**config.mk**
```make
export PLATFORM = sky130hd
export DESIGN_NAME = utf8_stream_decoder_with_width_top_flat
export DESIGN_NICKNAME = d
export VERILOG_FILES = /design/src/rtl/core/u8dec_pkg.sv /design/src/rtl/core/u8dec_if.sv /design/src/rtl/core/u8dec_front.sv /design/src/rtl/core/u8dec_fifo.sv /design/src/rtl/core/u8dec_back.sv /design/src/rtl/core/utf8_stream_decoder_with_width_top.sv /design/src/flat_wrapper.sv
export SDC_FILE = /design/constraint.sdc
export NUM_CORES = 1
export LEC_CHECK = 0
export BUFFER_PORTS_ARGS = -buffer_cell sky130_fd_sc_hd__buf_4
export CAP_MARGIN = 20
export CORE_ASPECT_RATIO = 0.7
export CORE_UTILIZATION = 61
export DETAILED_ROUTE_END_ITERATION = 10
export GPL_TIMING_DRIVEN = 0
export PLACE_DENSITY = 0.79
export SYNTH_ARGS = -nofsm -noshare
export SYNTH_HDL_FRONTEND = slang
export SYNTH_SLANG_ARGS = --single-unit
```
**constraint.sdc**
```tcl
create_clock -name clk -period 6.9 [get_ports clk]
set_input_delay 1.035 -clock clk [delete_from_list [all_inputs] [get_ports clk]]
set_output_delay 1.035 -clock clk [all_outputs]
set_load 0.1 [all_outputs]
```
**src/rtl/core/u8dec_pkg.sv**
```systemverilog
`timescale 1ns / 1ps
`default_nettype none

package u8dec_pkg;

	localparam int CP_W          = 21;
	localparam int DW_W          = 2;
	localparam int U8_QUEUE_DEPTH = 2;
	localparam int BUF_SLOTS     = 4;

	localparam logic [CP_W-1:0] CP_REPLACEMENT = 21'h00FFFD;
	localparam logic [CP_W-1:0] CP_SURR_LO     = 21'h00D800;
	localparam logic [CP_W-1:0] CP_SURR_HI     = 21'h00DFFF;
	localparam logic [CP_W-1:0] CP_MAX         = 21'h10FFFF;
	localparam logic [CP_W-1:0] CP_MIN_2       = 21'h000080;
	localparam logic [CP_W-1:0] CP_MIN_3       = 21'h000800;
	localparam logic [CP_W-1:0] CP_MIN_4       = 21'h010000;

	// sequence length implied by a byte used as lead
	localparam logic [2:0] NEED_BAD = 3'd0;
	localparam logic [2:0] NEED_1   = 3'd1;
	localparam logic [2:0] NEED_2   = 3'd2;
	localparam logic [2:0] NEED_3   = 3'd3;
	localparam logic [2:0] NEED_4   = 3'd4;

	localparam logic [DW_W-1:0] WIDTH_ZERO   = 2'd0;
	localparam logic [DW_W-1:0] WIDTH_NORMAL = 2'd1;
	localparam logic [DW_W-1:0] WIDTH_WIDE   = 2'd2;

	// classified byte as it travels from front to back
	typedef struct packed {
		logic [7:0] data;
		logic [2:0] need;
		logic       cont;
	} pkt_t;

	localparam int PKT_W = $bits(pkt_t);

	typedef enum logic [1:0] {
		DEC_EMPTY,
		DEC_WAIT,
		DEC_OK,
		DEC_BAD
	} dec_st_t;

	function automatic logic in_rng(input logic [CP_W-1:0] cp,
			input logic [CP_W-1:0] lo, input logic [CP_W-1:0] hi);
		return (cp >= lo) && (cp <= hi);
	endfunction

	// terminal column width of a code point
	function automatic logic [DW_W-1:0] width_of(input logic [CP_W-1:0] cp);
		logic zero_w;
		logic wide_w;
		zero_w = (cp < 21'h20) || in_rng(cp, 21'h7F, 21'h9F) ||
			in_rng(cp, 21'h0300, 21'h036F);
		wide_w = in_rng(cp, 21'h1100, 21'h115F) || in_rng(cp, 21'h2329, 21'h232A) ||
			in_rng(cp, 21'h2E80, 21'hA4CF) || in_rng(cp, 21'hAC00, 21'hD7A3) ||
			in_rng(cp, 21'hF900, 21'hFAFF) || in_rng(cp, 21'hFE10, 21'hFE19) ||
			in_rng(cp, 21'hFE30, 21'hFE6F) || in_rng(cp, 21'hFF00, 21'hFF60) ||
			in_rng(cp, 21'hFFE0, 21'hFFE6);
		if (zero_w) begin
			return WIDTH_ZERO;
		end else if (wide_w) begin
			return WIDTH_WIDE;
		end
		return WIDTH_NORMAL;
	endfunction

endpackage

`default_nettype wire

```
**src/rtl/core/u8dec_if.sv**
```systemverilog
`timescale 1ns / 1ps
`default_nettype none

// byte channel into the decoder
interface u8dec_in_if;
	logic       valid;
	logic       ready;
	logic [7:0] byte_in;
	modport source (output valid, output byte_in, input ready);
	modport sink (input valid, input byte_in, output ready);
endinterface

// decoded character channel
interface u8dec_out_if import u8dec_pkg::*; ();
	logic            valid;
	logic            ready;
	logic [CP_W-1:0] code_point;
	logic [DW_W-1:0] display_width;
	logic            replaced;
	logic            last_of_run;
	modport source (output valid, output code_point, output display_width,
		output replaced, output last_of_run, input ready);
	modport sink (input valid, input code_point, input display_width,
		input replaced, input last_of_run, output ready);
endinterface

`default_nettype wire

```
**src/rtl/core/u8dec_front.sv**
```systemverilog
`timescale 1ns / 1ps
`default_nettype none

module u8dec_front import u8dec_pkg::*; (
	u8dec_in_if.sink in_ch,
	output logic     push_valid,
	output pkt_t     push_pkt,
	input  logic     push_ready
);

	logic [2:0] need;

	// lead length from the top bits of the byte
	always_comb begin
		if (!in_ch.byte_in[7]) begin
			need = NEED_1;
		end else if (in_ch.byte_in[7:5] == 3'b110) begin
			need = NEED_2;
		end else if (in_ch.byte_in[7:4] == 4'b1110) begin
			need = NEED_3;
		end else if (in_ch.byte_in[7:3] == 5'b11110) begin
			need = NEED_4;
		end else begin
			need = NEED_BAD;
		end
	end

	// classified byte goes straight into the queue
	assign push_pkt.data = in_ch.byte_in;
	assign push_pkt.need = need;
	assign push_pkt.cont = (in_ch.byte_in[7:6] == 2'b10);
	assign push_valid    = in_ch.valid;
	assign in_ch.ready   = push_ready;

endmodule

`default_nettype wire

```
**src/rtl/core/u8dec_fifo.sv**
```systemverilog
`timescale 1ns / 1ps
`default_nettype none

module u8dec_fifo import u8dec_pkg::*; #(
	parameter int DEPTH = U8_QUEUE_DEPTH
) (
	input  logic clk,
	input  logic arst_n,
	input  logic push_valid,
	input  pkt_t push_pkt,
	output logic push_ready,
	output logic pop_valid,
	output pkt_t pop_pkt,
	input  logic pop_ready
);

	localparam int PW = (DEPTH > 1) ? $clog2(DEPTH) : 1;
	localparam int CW = $clog2(DEPTH + 1);

	pkt_t          mem_q [DEPTH];
	logic [PW-1:0] wr_ptr_q;
	logic [PW-1:0] rd_ptr_q;
	logic [CW-1:0] count_q;
	logic          do_push;
	logic          do_pop;

	assign push_ready = (count_q != CW'(DEPTH));
	assign pop_valid  = (count_q != '0);
	assign pop_pkt    = mem_q[rd_ptr_q];
	assign do_push    = push_valid && push_ready;
	assign do_pop     = pop_valid && pop_ready;

	// storage, no reset needed
	always_ff @(posedge clk) begin
		if (do_push) begin
			mem_q[wr_ptr_q] <= push_pkt;
		end
	end

	// pointers and fill level
	always_ff @(posedge clk or negedge arst_n) begin
		if (!arst_n) begin
			wr_ptr_q <= '0;
			rd_ptr_q <= '0;
			count_q  <= '0;
		end else begin
			if (do_push) begin
				wr_ptr_q <= (wr_ptr_q == PW'(DEPTH - 1)) ? '0 : wr_ptr_q + 1'b1;
			end
			if (do_pop) begin
				rd_ptr_q <= (rd_ptr_q == PW'(DEPTH - 1)) ? '0 : rd_ptr_q + 1'b1;
			end
			if (do_push && !do_pop) begin
				count_q <= count_q + 1'b1;
			end else if (do_pop && !do_push) begin
				count_q <= count_q - 1'b1;
			end
		end
	end

endmodule

`default_nettype wire

```
**src/rtl/core/u8dec_back.sv**
```systemverilog
`timescale 1ns / 1ps
`default_nettype none

module u8dec_back import u8dec_pkg::*; (
	input  logic        clk,
	input  logic        arst_n,
	input  logic        pop_valid,
	input  pkt_t        pop_pkt,
	output logic        pop_ready,
	output logic [2:0]  level,
	u8dec_out_if.source out_ch
);

	localparam int SW = BUF_SLOTS * PKT_W;

	logic [SW-1:0]   slots_q;
	logic [2:0]      cnt_q;
	pkt_t            p0, p1, p2, p3, lead_r;
	logic [SW-1:0]   shifted;
	dec_st_t         st;
	logic            cont_ok;
	logic [CP_W-1:0] v;
	logic [CP_W-1:0] v_min;
	logic [CP_W-1:0] cp;
	logic [2:0]      len;
	logic [2:0]      rem;
	logic            last;
	logic            emit;
	logic            do_pop;

	logic            out_valid_q;
	logic [CP_W-1:0] cp_q;
	logic [DW_W-1:0] width_q;
	logic            rep_q;
	logic            last_q;

	assign p0 = slots_q[0*PKT_W +: PKT_W];
	assign p1 = slots_q[1*PKT_W +: PKT_W];
	assign p2 = slots_q[2*PKT_W +: PKT_W];
	assign p3 = slots_q[3*PKT_W +: PKT_W];

	// assemble the scalar and check continuations for the front lead
	always_comb begin
		case (p0.need)
			NEED_2: begin
				cont_ok = p1.cont;
				v       = {10'b0, p0.data[4:0], p1.data[5:0]};
				v_min   = CP_MIN_2;
			end
			NEED_3: begin
				cont_ok = p1.cont && p2.cont;
				v       = {5'b0, p0.data[3:0], p1.data[5:0], p2.data[5:0]};
				v_min   = CP_MIN_3;
			end
			NEED_4: begin
				cont_ok = p1.cont && p2.cont && p3.cont;
				v       = {p0.data[2:0], p1.data[5:0], p2.data[5:0], p3.data[5:0]};
				v_min   = CP_MIN_4;
			end
			default: begin
				cont_ok = 1'b1;
				v       = {13'b0, p0.data};
				v_min   = '0;
			end
		endcase
	end

	// verdict on the front of the buffer
	always_comb begin
		if (cnt_q == 3'd0) begin
			st = DEC_EMPTY;
		end else if (p0.need == NEED_BAD) begin
			st = DEC_BAD;
		end else if (p0.need > cnt_q) begin
			st = DEC_WAIT;
		end else if (p0.need == NEED_1) begin
			st = DEC_OK;
		end else if (!cont_ok || (v < v_min) || (v > CP_MAX) ||
				((v >= CP_SURR_LO) && (v <= CP_SURR_HI))) begin
			st = DEC_BAD;
		end else begin
			st = DEC_OK;
		end
	end

	// bytes consumed and whether the remainder has to wait for more
	assign len     = (st == DEC_BAD) ? 3'd1 : p0.need;
	assign rem     = cnt_q - len;
	assign shifted = slots_q >> (len * PKT_W);
	assign lead_r  = shifted[0 +: PKT_W];
	assign last    = (rem == 3'd0) || (lead_r.need > rem);
	assign cp      = (st == DEC_BAD) ? CP_REPLACEMENT : v;

	assign emit      = ((st == DEC_OK) || (st == DEC_BAD)) && (!out_valid_q || out_ch.ready);
	assign pop_ready = (st == DEC_EMPTY) || (st == DEC_WAIT);
	assign do_pop    = pop_valid && pop_ready;

	// held bytes: append on pop, drop the consumed front on emit
	always_ff @(posedge clk) begin
		if (emit) begin
			slots_q <= shifted;
		end else if (do_pop) begin
			slots_q[cnt_q[1:0]*PKT_W +: PKT_W] <= pop_pkt;
		end
	end

	always_ff @(posedge clk or negedge arst_n) begin
		if (!arst_n) begin
			cnt_q <= '0;
		end else if (emit) begin
			cnt_q <= rem;
		end else if (do_pop) begin
			cnt_q <= cnt_q + 3'd1;
		end
	end

	// output register
	always_ff @(posedge clk or negedge arst_n) begin
		if (!arst_n) begin
			out_valid_q <= 1'b0;
		end else if (emit) begin
			out_valid_q <= 1'b1;
		end else if (out_ch.ready) begin
			out_valid_q <= 1'b0;
		end
	end

	always_ff @(posedge clk) begin
		if (emit) begin
			cp_q    <= cp;
			width_q <= width_of(cp);
			rep_q   <= (st == DEC_BAD);
			last_q  <= last;
		end
	end

	assign out_ch.valid         = out_valid_q;
	assign out_ch.code_point    = cp_q;
	assign out_ch.display_width = width_q;
	assign out_ch.replaced      = rep_q;
	assign out_ch.last_of_run   = last_q;
	assign level                = cnt_q;

endmodule

`default_nettype wire

```
**src/rtl/core/utf8_stream_decoder_with_width_top.sv**
```systemverilog
// channel   modport        payload                                            role
// in_ch     sink           byte_in[7:0]                                       raw text bytes
// out_ch    source         code_point[20:0] display_width[1:0] replaced       decoded characters
//                          last_of_run
//
// a byte is classified on entry and queued; the back end moves it
// into its four-byte buffer, then produces characters from the buffer front
// the back end takes no new byte from the queue while a decodable character waits
// at the buffer front; a rejected byte yields one replacement character
// the buffer-to-output step (one decode and shift per cycle if unstalled) sets the pace
// reset clears queue pointers, buffer fill and output valid; held bytes need no clearing
// the queue keeps accepting while the output register is stalled, until it is full
`timescale 1ns / 1ps
`default_nettype none

module utf8_stream_decoder_with_width_top import u8dec_pkg::*; #(
	parameter int QUEUE_DEPTH = U8_QUEUE_DEPTH
) (
	input  logic        clk,
	input  logic        arst_n,
	u8dec_in_if.sink    in_ch,
	u8dec_out_if.source out_ch
);

	logic       push_valid;
	pkt_t       push_pkt;
	logic       push_ready;
	logic       pop_valid;
	pkt_t       pop_pkt;
	logic       pop_ready;
	logic [2:0] level;

	// classify incoming bytes
	u8dec_front u_front (
		.in_ch      (in_ch),
		.push_valid (push_valid),
		.push_pkt   (push_pkt),
		.push_ready (push_ready)
	);

	// queue between front and back
	u8dec_fifo #(
		.DEPTH (QUEUE_DEPTH)
	) u_fifo (
		.clk        (clk),
		.arst_n     (arst_n),
		.push_valid (push_valid),
		.push_pkt   (push_pkt),
		.push_ready (push_ready),
		.pop_valid  (pop_valid),
		.pop_pkt    (pop_pkt),
		.pop_ready  (pop_ready)
	);

	// decode and emit characters
	u8dec_back u_back (
		.clk       (clk),
		.arst_n    (arst_n),
		.pop_valid (pop_valid),
		.pop_pkt   (pop_pkt),
		.pop_ready (pop_ready),
		.level     (level),
		.out_ch    (out_ch)
	);

	// a queued transaction is visible to the back end on the next cycle
	a_push_visible: assert property (@(posedge clk) disable iff (!arst_n)
		(push_valid && push_ready) |=> pop_valid)
		else $error("queue lost a byte");

	// a replacement always carries U+FFFD at width one
	a_replaced_cp: assert property (@(posedge clk) disable iff (!arst_n)
		(out_ch.valid && out_ch.replaced) |->
		(out_ch.code_point == CP_REPLACEMENT) && (out_ch.display_width == WIDTH_NORMAL))
		else $error("bad replacement character");

	// a result that is not the last of its byte leaves bytes in the buffer
	a_not_last_pending: assert property (@(posedge clk) disable iff (!arst_n)
		(out_ch.valid && !out_ch.last_of_run) |-> (level != 3'd0))
		else $error("run ended without last flag");

	// the buffer never holds more than four bytes
	a_level_bound: assert property (@(posedge clk) disable iff (!arst_n)
		level <= 3'd4)
		else $error("buffer overfilled");

endmodule

`default_nettype wire

```
**src/flat_wrapper.sv**
```systemverilog
// flat-port wrapper written by rule: the top's interface ports become plain ports
module utf8_stream_decoder_with_width_top_flat import u8dec_pkg::*;
#(
	parameter int QUEUE_DEPTH = U8_QUEUE_DEPTH
)
  (clk, arst_n, in_ch_valid, in_ch_byte_in, in_ch_ready, out_ch_valid, out_ch_code_point, out_ch_display_width, out_ch_replaced, out_ch_last_of_run, out_ch_ready);
  u8dec_in_if in_ch_i ();
  u8dec_out_if out_ch_i ();
  input  logic clk;
  input  logic arst_n;
  input wire logic [$bits(in_ch_i.valid)-1:0] in_ch_valid;
  input wire logic [$bits(in_ch_i.byte_in)-1:0] in_ch_byte_in;
  output wire logic [$bits(in_ch_i.ready)-1:0] in_ch_ready;
  output wire logic [$bits(out_ch_i.valid)-1:0] out_ch_valid;
  output wire logic [$bits(out_ch_i.code_point)-1:0] out_ch_code_point;
  output wire logic [$bits(out_ch_i.display_width)-1:0] out_ch_display_width;
  output wire logic [$bits(out_ch_i.replaced)-1:0] out_ch_replaced;
  output wire logic [$bits(out_ch_i.last_of_run)-1:0] out_ch_last_of_run;
  input wire logic [$bits(out_ch_i.ready)-1:0] out_ch_ready;
  assign in_ch_i.valid = in_ch_valid;
  assign in_ch_i.byte_in = in_ch_byte_in;
  assign in_ch_ready = in_ch_i.ready;
  assign out_ch_valid = out_ch_i.valid;
  assign out_ch_code_point = out_ch_i.code_point;
  assign out_ch_display_width = out_ch_i.display_width;
  assign out_ch_replaced = out_ch_i.replaced;
  assign out_ch_last_of_run = out_ch_i.last_of_run;
  assign out_ch_i.ready = out_ch_ready;
  utf8_stream_decoder_with_width_top #(.QUEUE_DEPTH(QUEUE_DEPTH)) u_core (.clk(clk), .arst_n(arst_n), .in_ch(in_ch_i), .out_ch(out_ch_i));
endmodule
```
**After elaboration in Yosys (flattened, before gate mapping)**

Memories as Yosys holds them, arrays and structs flattened.
Index checks and enable logic that the tools add are counted.

- Add/sub/neg operators: 7
- Equality and inequality tests: 12
- Bitwise operators: 1
- Order comparisons: 29
- Muxes and demuxes: 32
- Reduce and logical (&&, ||, !) cells: 49
- Shifts and indexed selects: 3
- Multiply operators: 2

Operators with widths:

| cell | number |
|---|---|
| 21-bit by 16-bit less-or-equal comparator with 1-bit output (second input constant) | 8 |
| 21-bit by 16-bit greater-or-equal comparator with 1-bit output (second input constant) | 7 |
| 48-bit two-way mux | 2 |
| 21-bit case mux with 3 select lines | 1 |
| 17-bit case mux with 3 select lines | 1 |
| 48-bit bitwise mux | 1 |
| 12-bit by 34-bit variable shift with 48-bit output (first input constant) | 1 |
| 12-bit by 34-bit indexed part select with 48-bit output | 1 |
| 48-bit by 7-bit right shift with 48-bit output | 1 |
| 21-bit by 14-bit greater-or-equal comparator with 1-bit output (second input constant) | 2 |
| 6-bit negator with 34-bit output | 1 |
| 21-bit by 10-bit greater-or-equal comparator with 1-bit output (second input constant) | 1 |
| 21-bit by 13-bit greater-or-equal comparator with 1-bit output (second input constant) | 1 |
| 21-bit by 7-bit greater-or-equal comparator with 1-bit output (second input constant) | 1 |
| 21-bit > comparator (second input constant) | 1 |
| 21-bit by 10-bit less-or-equal comparator with 1-bit output (second input constant) | 1 |
| 21-bit by 13-bit less-or-equal comparator with 1-bit output (second input constant) | 1 |
| 21-bit by 14-bit less-or-equal comparator with 1-bit output (second input constant) | 1 |
| 21-bit by 8-bit less-or-equal comparator with 1-bit output (second input constant) | 1 |
| 21-bit < comparator | 1 |
| 21-bit by 6-bit < comparator with 1-bit output (second input constant) | 1 |
| 21-bit two-way mux | 1 |
| 3-bit two-way mux | 7 |
| 1-bit logical AND | 19 |
| 26 further kinds | 72 |

- Memories kept: 1
- Output and inout port bits: 27
- Input bits: 12
- Logic and storage cells: 147
- RAM bits: 24
- Flip-flop bits (word level): 81

Memories:

| memory | depth | bits a word | rd ports | clocked after Yosys merged registers in | write ports | line | source |
|---|---|---|---|---|---|---|---|
| u_core.u_fifo.mem_q | 2 | 12 | 1 | 0 | 1 | u8dec_fifo.sv:20 | `pkt_t mem_q [DEPTH];` |

**Logic depth before layout (Yosys ltp)**

- Depth after elaboration: 29
- Depth in mapped cells: 26
- Depth with buffers taken out: 22

**By module**

From an unflattened synthesis, not the netlist that was laid out.

- Cells, all modules: 788
- Area, all modules: 7776.2 um2

Modules (own cells, without submodules):

| module | seq. area each (um2) | cells an instance | times used | area an instance (um2) |
|---|---|---|---|---|
| u8dec_back | 2262.2 | 716 | 1 | 6581.3 |
| u8dec_fifo | 820.8 | 55 | 1 | 1078.5 |
| u8dec_front | 0.0 | 17 | 1 | 116.4 |

**Worst setup path after synthesis**

OpenSTA, ideal clock, no wires.

- Kind: reg-to-reg
- Start: register u_core.u_back.slots_q[2]
- End: register u_core.u_back.last_q (netlist: u_core.u_back.out_ch.last_of_run), data pin
- Arrival time: 5379 ps
- Data required time: 6644 ps
- Stages on the path, launching flop included: 25
- Setup slack: 1265 ps
- Library setup time: 256 ps
- Path buffers: 4
- Clock period less this slack: 5635 ps
- Cells stage by stage: edfxtp_1 buf_2 or4bb_1 and2_1 inv_1 ha_1 nand2_1 a21oi_1 or4_4 o211a_1 clkbuf_1 nand2_1 inv_1 ha_1 clkbuf_1 buf_1 mux4_2 mux2i_1 o22ai_1 and2_1 ha_1 a21o_1 a21oi_1 a31oi_1 a31o_2

- Cells in the longest elaborated chain, start to end: 17
- Elaborated cells between the ends (all ways): 31
- Classes of those cells: add/sub: 1; mul: 1; order compare: 6; eq/ne: 5; shift: 1; mux: 9; reduce/logical: 8

Ends and longest elaborated chain:

| element | line | source |
|---|---|---|
| start, declared | u8dec_back.sv:16 | `logic [SW-1:0] slots_q;` |
| start signal, assigned | u8dec_back.sv:101 | `slots_q <= shifted;` |
| start signal, assigned by index | u8dec_back.sv:103 | `slots_q[cnt_q[1:0]*PKT_W +: PKT_W] <= pop_pkt;` |
| 3-bit equality test or 3-bit by 2-bit equality test with 1-bit output (tied branches) | u8dec_back.sv:44 | `case (p0.need)` |
| 21-bit case mux with 3 select lines, or another cell as far along | u8dec_back.sv:44 |  |
| 21-bit < comparator or 1-bit zero test (tied branches) | u8dec_back.sv:78 | `end else if (!cont_ok \|\| (v < v_min) \|\| (v > CP_MAX) \|\|` |
| 1-bit logical OR (3 in series) | u8dec_back.sv:78 |  |
| 1-bit two-way mux | u8dec_back.sv:78 |  |
| 1-bit two-way mux | u8dec_back.sv:76 | `end else if (p0.need == NEED_1) begin` |
| 2-bit two-way mux | u8dec_back.sv:74 | `end else if (p0.need > cnt_q) begin` |
| 2-bit two-way mux | u8dec_back.sv:72 | `end else if (p0.need == NEED_BAD) begin` |
| 2-bit two-way mux | u8dec_back.sv:70 | `if (cnt_q == 3'd0) begin` |
| 2-bit equality test | u8dec_back.sv:87 | `assign len = (st == DEC_BAD) ? 3'd1 : p0.need;` |
| 3-bit two-way mux | u8dec_back.sv:87 |  |
| 3-bit by 2-bit multiplier with 5-bit output | u8dec_back.sv:89 | `assign shifted = slots_q >> (len * PKT_W);` |
| 48-bit by 7-bit right shift with 48-bit output | u8dec_back.sv:89 |  |
| 3-bit > comparator | u8dec_back.sv:91 | `assign last = (rem == 3'd0) \|\| (lead_r.need > rem);` |
| 1-bit logical OR * | u8dec_back.sv:91 |  |
| net u_core.u_back.last | u8dec_back.sv:27 | `logic last;` |
| end signal, assigned | u8dec_back.sv:133 | `last_q <= last;` |
| end, declared | u8dec_back.sv:35 | `logic last_q;` |

The timed path passes the listed nets; every way through them passes the cells marked *.
A chain may end at the register's enable or synchronous reset.

**Worst setup path after layout**

- Start: register u_core.u_back.cnt_q[0] (netlist: u_core.u_back.level[0])
- End: register u_core.u_back.last_q (netlist: u_core.u_back.out_ch.last_of_run), data pin

- Cells in the longest elaborated chain, start to end: 10
- Elaborated cells between the ends (all ways): 13
- Classes of those cells: add/sub: 1; mul: 1; order compare: 2; eq/ne: 1; shift: 1; mux: 4; reduce/logical: 3

Ends and longest elaborated chain:

| element | line | source |
|---|---|---|
| start, declared | u8dec_back.sv:17 | `logic [2:0] cnt_q;` |
| start signal, assigned | u8dec_back.sv:111 | `cnt_q <= rem;` |
| start signal, assigned | u8dec_back.sv:113 | `cnt_q <= cnt_q + 3'd1;` |
| 3-bit > comparator | u8dec_back.sv:74 |  |
| 2-bit two-way mux | u8dec_back.sv:74 |  |
| 2-bit two-way mux | u8dec_back.sv:72 |  |
| 2-bit two-way mux | u8dec_back.sv:70 |  |
| 2-bit equality test | u8dec_back.sv:87 |  |
| 3-bit two-way mux | u8dec_back.sv:87 |  |
| 3-bit by 2-bit multiplier with 5-bit output | u8dec_back.sv:89 |  |
| 48-bit by 7-bit right shift with 48-bit output | u8dec_back.sv:89 |  |
| 3-bit > comparator | u8dec_back.sv:91 |  |
| 1-bit logical OR * | u8dec_back.sv:91 |  |
| net u_core.u_back.last | u8dec_back.sv:27 |  |

Marked as above.

==> results.json <==
{
  "core_area_um2": 12500,
  "synth_top_family_by_area": "compound AO/OA/AOI/OAI gates",
  "fill_cells": 963,
  "cts_buffers": 9,
  "reg2reg_from": "u_core.u_back.level[0]$_DFFE_PN0P_",
  "fmax_mhz": 147,
  "grt_pass1_wl_mm": 41.6,
  "skew_ps": 10.4,
  "insertion_delay_ps": 360,
  "synth_xor_area_share_pct": 1.46,
  "final_cell_mix": "nand2_1 (105), edfxtp_1 (96), nor2_1 (67)",
  "drtIter0Drc": 1472,
  "grt_usage_pct": 43.3,
  "ant_nets": 0,
  "synth.mux.area_fraction_pct": 11.2,
  "post-route-min-period_ps": 6790,
  "dpl.cell_count": 1016,
  "postLayoutCellArea_um2": 8640,
  "routed_wl_mm": 28.4,
  "grt_max_degree": 35,
  "avgViaCountPerCell": 7.46,
  "critical_path_class": "reg -> reg",
  "synthArstFlopShare_pct": 7.69,
  "cts_buffer_depth": 2,
  "setup-violations-final": 0,
  "rows": 34,
  "post-route-util_pct": 69.3,
  "antenna_found_initial": 0,
  "area_delta_synth_final_pct": 10.6,
  "stdcell_count": 1037,
  "final_common_cell": "nand2_1",
  "synth_compound_area_share_pct": 20.3,
  "htree_levels": 3,
  "grt_pass1_vias": 6901,
  "n_antenna_cell": 0,
  "hold_viol": 0,
  "pin_count": 39,
  "vias": 7731,
  "yosysSeqAreaShare_pct": 39.5,
  "worstPathMaxFanout": 10,
  "dieArea_um2": 13300,
  "die_w_um": 137,
  "startpoint_type": "flip-flop",
  "synth_fp_nets": 848,
  "io_buffers": 38,
  "final_nets": 903,
  "synthSimpleGateAreaFrac_pct": 19.3,
  "avgSynthCellArea_um2": 9.58,
  "postSynthCellCount": 815,
  "synth_cell_types": 91,
  "maxSlewViolCount": 0,
  "rsz0062_at_grt": "false",
  "globalplace.congestion": 1.13,
  "max-cap-violations": 0,
  "cp.arrival_ps": 6900,
  "clk_pin_slew_ps": 80,
  "initial_core_util_pct": 62.7,
  "dp_hpwl_mm": 22.2,
  "clock-sinks": 104,
  "firstDrtPassIters": 8,
  "final.period_utilization_pct": 98.4,
  "hold_path_class": "in -> async",
  "die_y_um": 96.7,
  "drive_gt1_share_pct": 14.7,
  "worst_pin_slew_ps": 947,
  "cts.hold.buffers_added": 0,
  "required_ps": 7010,
  "cts_tree": "done",
  "wl_per_cell_um": 27.4,
  "root_buffer": "clkbuf_16",
  "outcome": "complete, no violations",
  "slew_headroom_pct": 36.9,
  "synth_area_um2": 7810,
  "yosys_warnings": 0,
  "place_area_um2": 8310,
  "synth-edff-count": 96,
  "post-route-drc-count": 0,
  "ys_ff_latch": 104,
  "yosys_most_used_dff": "edfxtp_1",
  "worstSetupStartpoint": "u_core.u_back.level[0]$_DFFE_PN0P_",
  "synth_fa_ha_area_share_pct": 3.56,
  "crit_path_end_kind": "flip-flop",
  "overflow": 0
}
final cells by class:
type	count	area, um^2	share of cell area, %
repair buffers	46	345	4.00
clock inverters	7	53.8	0.623
multi-input cells	634	4370	50.5
plain buffers	47	249	2.88
clock buffers	9	225	2.61
inverters	28	114	1.32
flip-flops and latches	104	3080	35.7
well taps	162	203	2.35
flip-flops by register name, indices dropped and copies added, names as in the netlist:
signal,flops
u_core.u_fifo.count_q,2
u_core.u_back.slots_q,47
u_core.u_fifo.rd_ptr_q,1
u_core.u_back.level,3
u_core.u_back.out_ch.valid,1
u_core.u_back.out_ch.replaced,1
u_core.u_fifo.wr_ptr_q,1
u_core.u_back.out_ch.last_of_run,1
u_core.u_fifo.mem_q,24
u_core.u_back.out_ch.display_width,2
u_core.u_back.out_ch.code_point,21
repair_timing:
action / 4_1_cts / 5_1_grt
gates cloned: 0 / 0
setup endpoints to repair: 1 / 1
gates resized for setup: 2 / 4
buffers inserted: 0 / 6
kinds of logic after synthesis:
group | Yosys count
adder cells (fa/ha/maj) | 21
AO/OA/AOI/OAI | 218
buffers and inverters | 77
flip-flops | 104
XOR/XNOR | 13
multiplexers | 74
AND/OR/NAND/NOR | 308
metal layers:
layer	wire length [um]	up-vias	global-route usage [%]
li1	-	3240	-
met1	11300	3676	66.1
met2	10800	737	54.1
met3	5580	76	19.6
met4	620	2	10.7
met5	63	-	3.97
final timing paths:
path                                                              end  slack, ps  cells past startpoint
max                        u_core.u_back.out_ch.last_of_run$_DFFE_PP_        110                     22
min                                u_core.u_fifo.rd_ptr_q$_DFFE_PN0P_        480                      1
max reg2reg                u_core.u_back.out_ch.last_of_run$_DFFE_PP_        110                     22
min reg2reg                        u_core.u_fifo.wr_ptr_q$_DFFE_PN0P_        500                      1
max in group asynchronous          u_core.u_back.level[2]$_DFFE_PN0P_       6290                      1
min in group clk                   u_core.u_fifo.wr_ptr_q$_DFFE_PN0P_        500                      1
through the flow:
step	hold slack [ps]	TNS, ps	setup slack, ps
after floorplan	461	0	1260
after global placement	477	0	37.3
after detailed placement	480	-131	-131
after CTS	491	0	114
after global routing	485	0	77.3
final	479	0	112
worst max-delay path, stage by stage (launching register included):
cell	delay, ps
dfrtp_1	510
clkbuf_1	390
clkinvlp_4	150
buf_4	200
ha_1	340
nor2b_1	240
a211o_1	330
or4_4	570
o211a_1	270
clkbuf_1	270
nand2_1	200
inv_1	140
ha_1	240
fa_1	700
clkbuf_2	360
nand2_1	330
o22ai_1	280
and2_1	150
ha_1	250
a21o_1	170
a21oi_1	150
a31oi_1	60
a31o_2	220
synthesized netlist by cell type (5+ instances only):
cell type  instances  area share (%)
a21o_1             8            0.77
o2bb2ai_1          6            0.67
a32oi_1            9             1.0
o211ai_1          14             1.3
mux4_2             9             2.6
ha_1              19             3.0
a211o_1            5            0.56
a22oi_1           15             1.4
o22ai_1           18             1.4
nand2_1          105             5.0
clkbuf_1          24             1.2
nand3b_1           5            0.48
nor2b_1            7            0.56
inv_1             27             1.3
nand3_1           34             2.2
or2_2              5            0.40
nor2_1            67             3.2
and3_1            10            0.80
nand4_1            9            0.72
o221ai_1           6            0.67
buf_4              5            0.48
mux2_2             7             1.0
nand2b_1           7            0.56
nand4b_1           5            0.56
nor3_1            15            0.96
a31oi_1            6            0.48
a21oi_1           42             2.7
a22o_1             9             1.0
dfrtp_1            8             2.6
buf_2             12            0.77
edfxtp_1          96              37
o21ai_1            7            0.45
and2_1            13             1.0
a211oi_1           5            0.48
nor4_1             6            0.48
xnor2_1            8            0.90
xor2_1             5            0.56
mux2i_1           54             6.9
o21ai_0           23             1.5
Power is left out: the tool's default activity adds up to more than one toggle a clock period on the data nets, which glitch-free logic cannot reach.
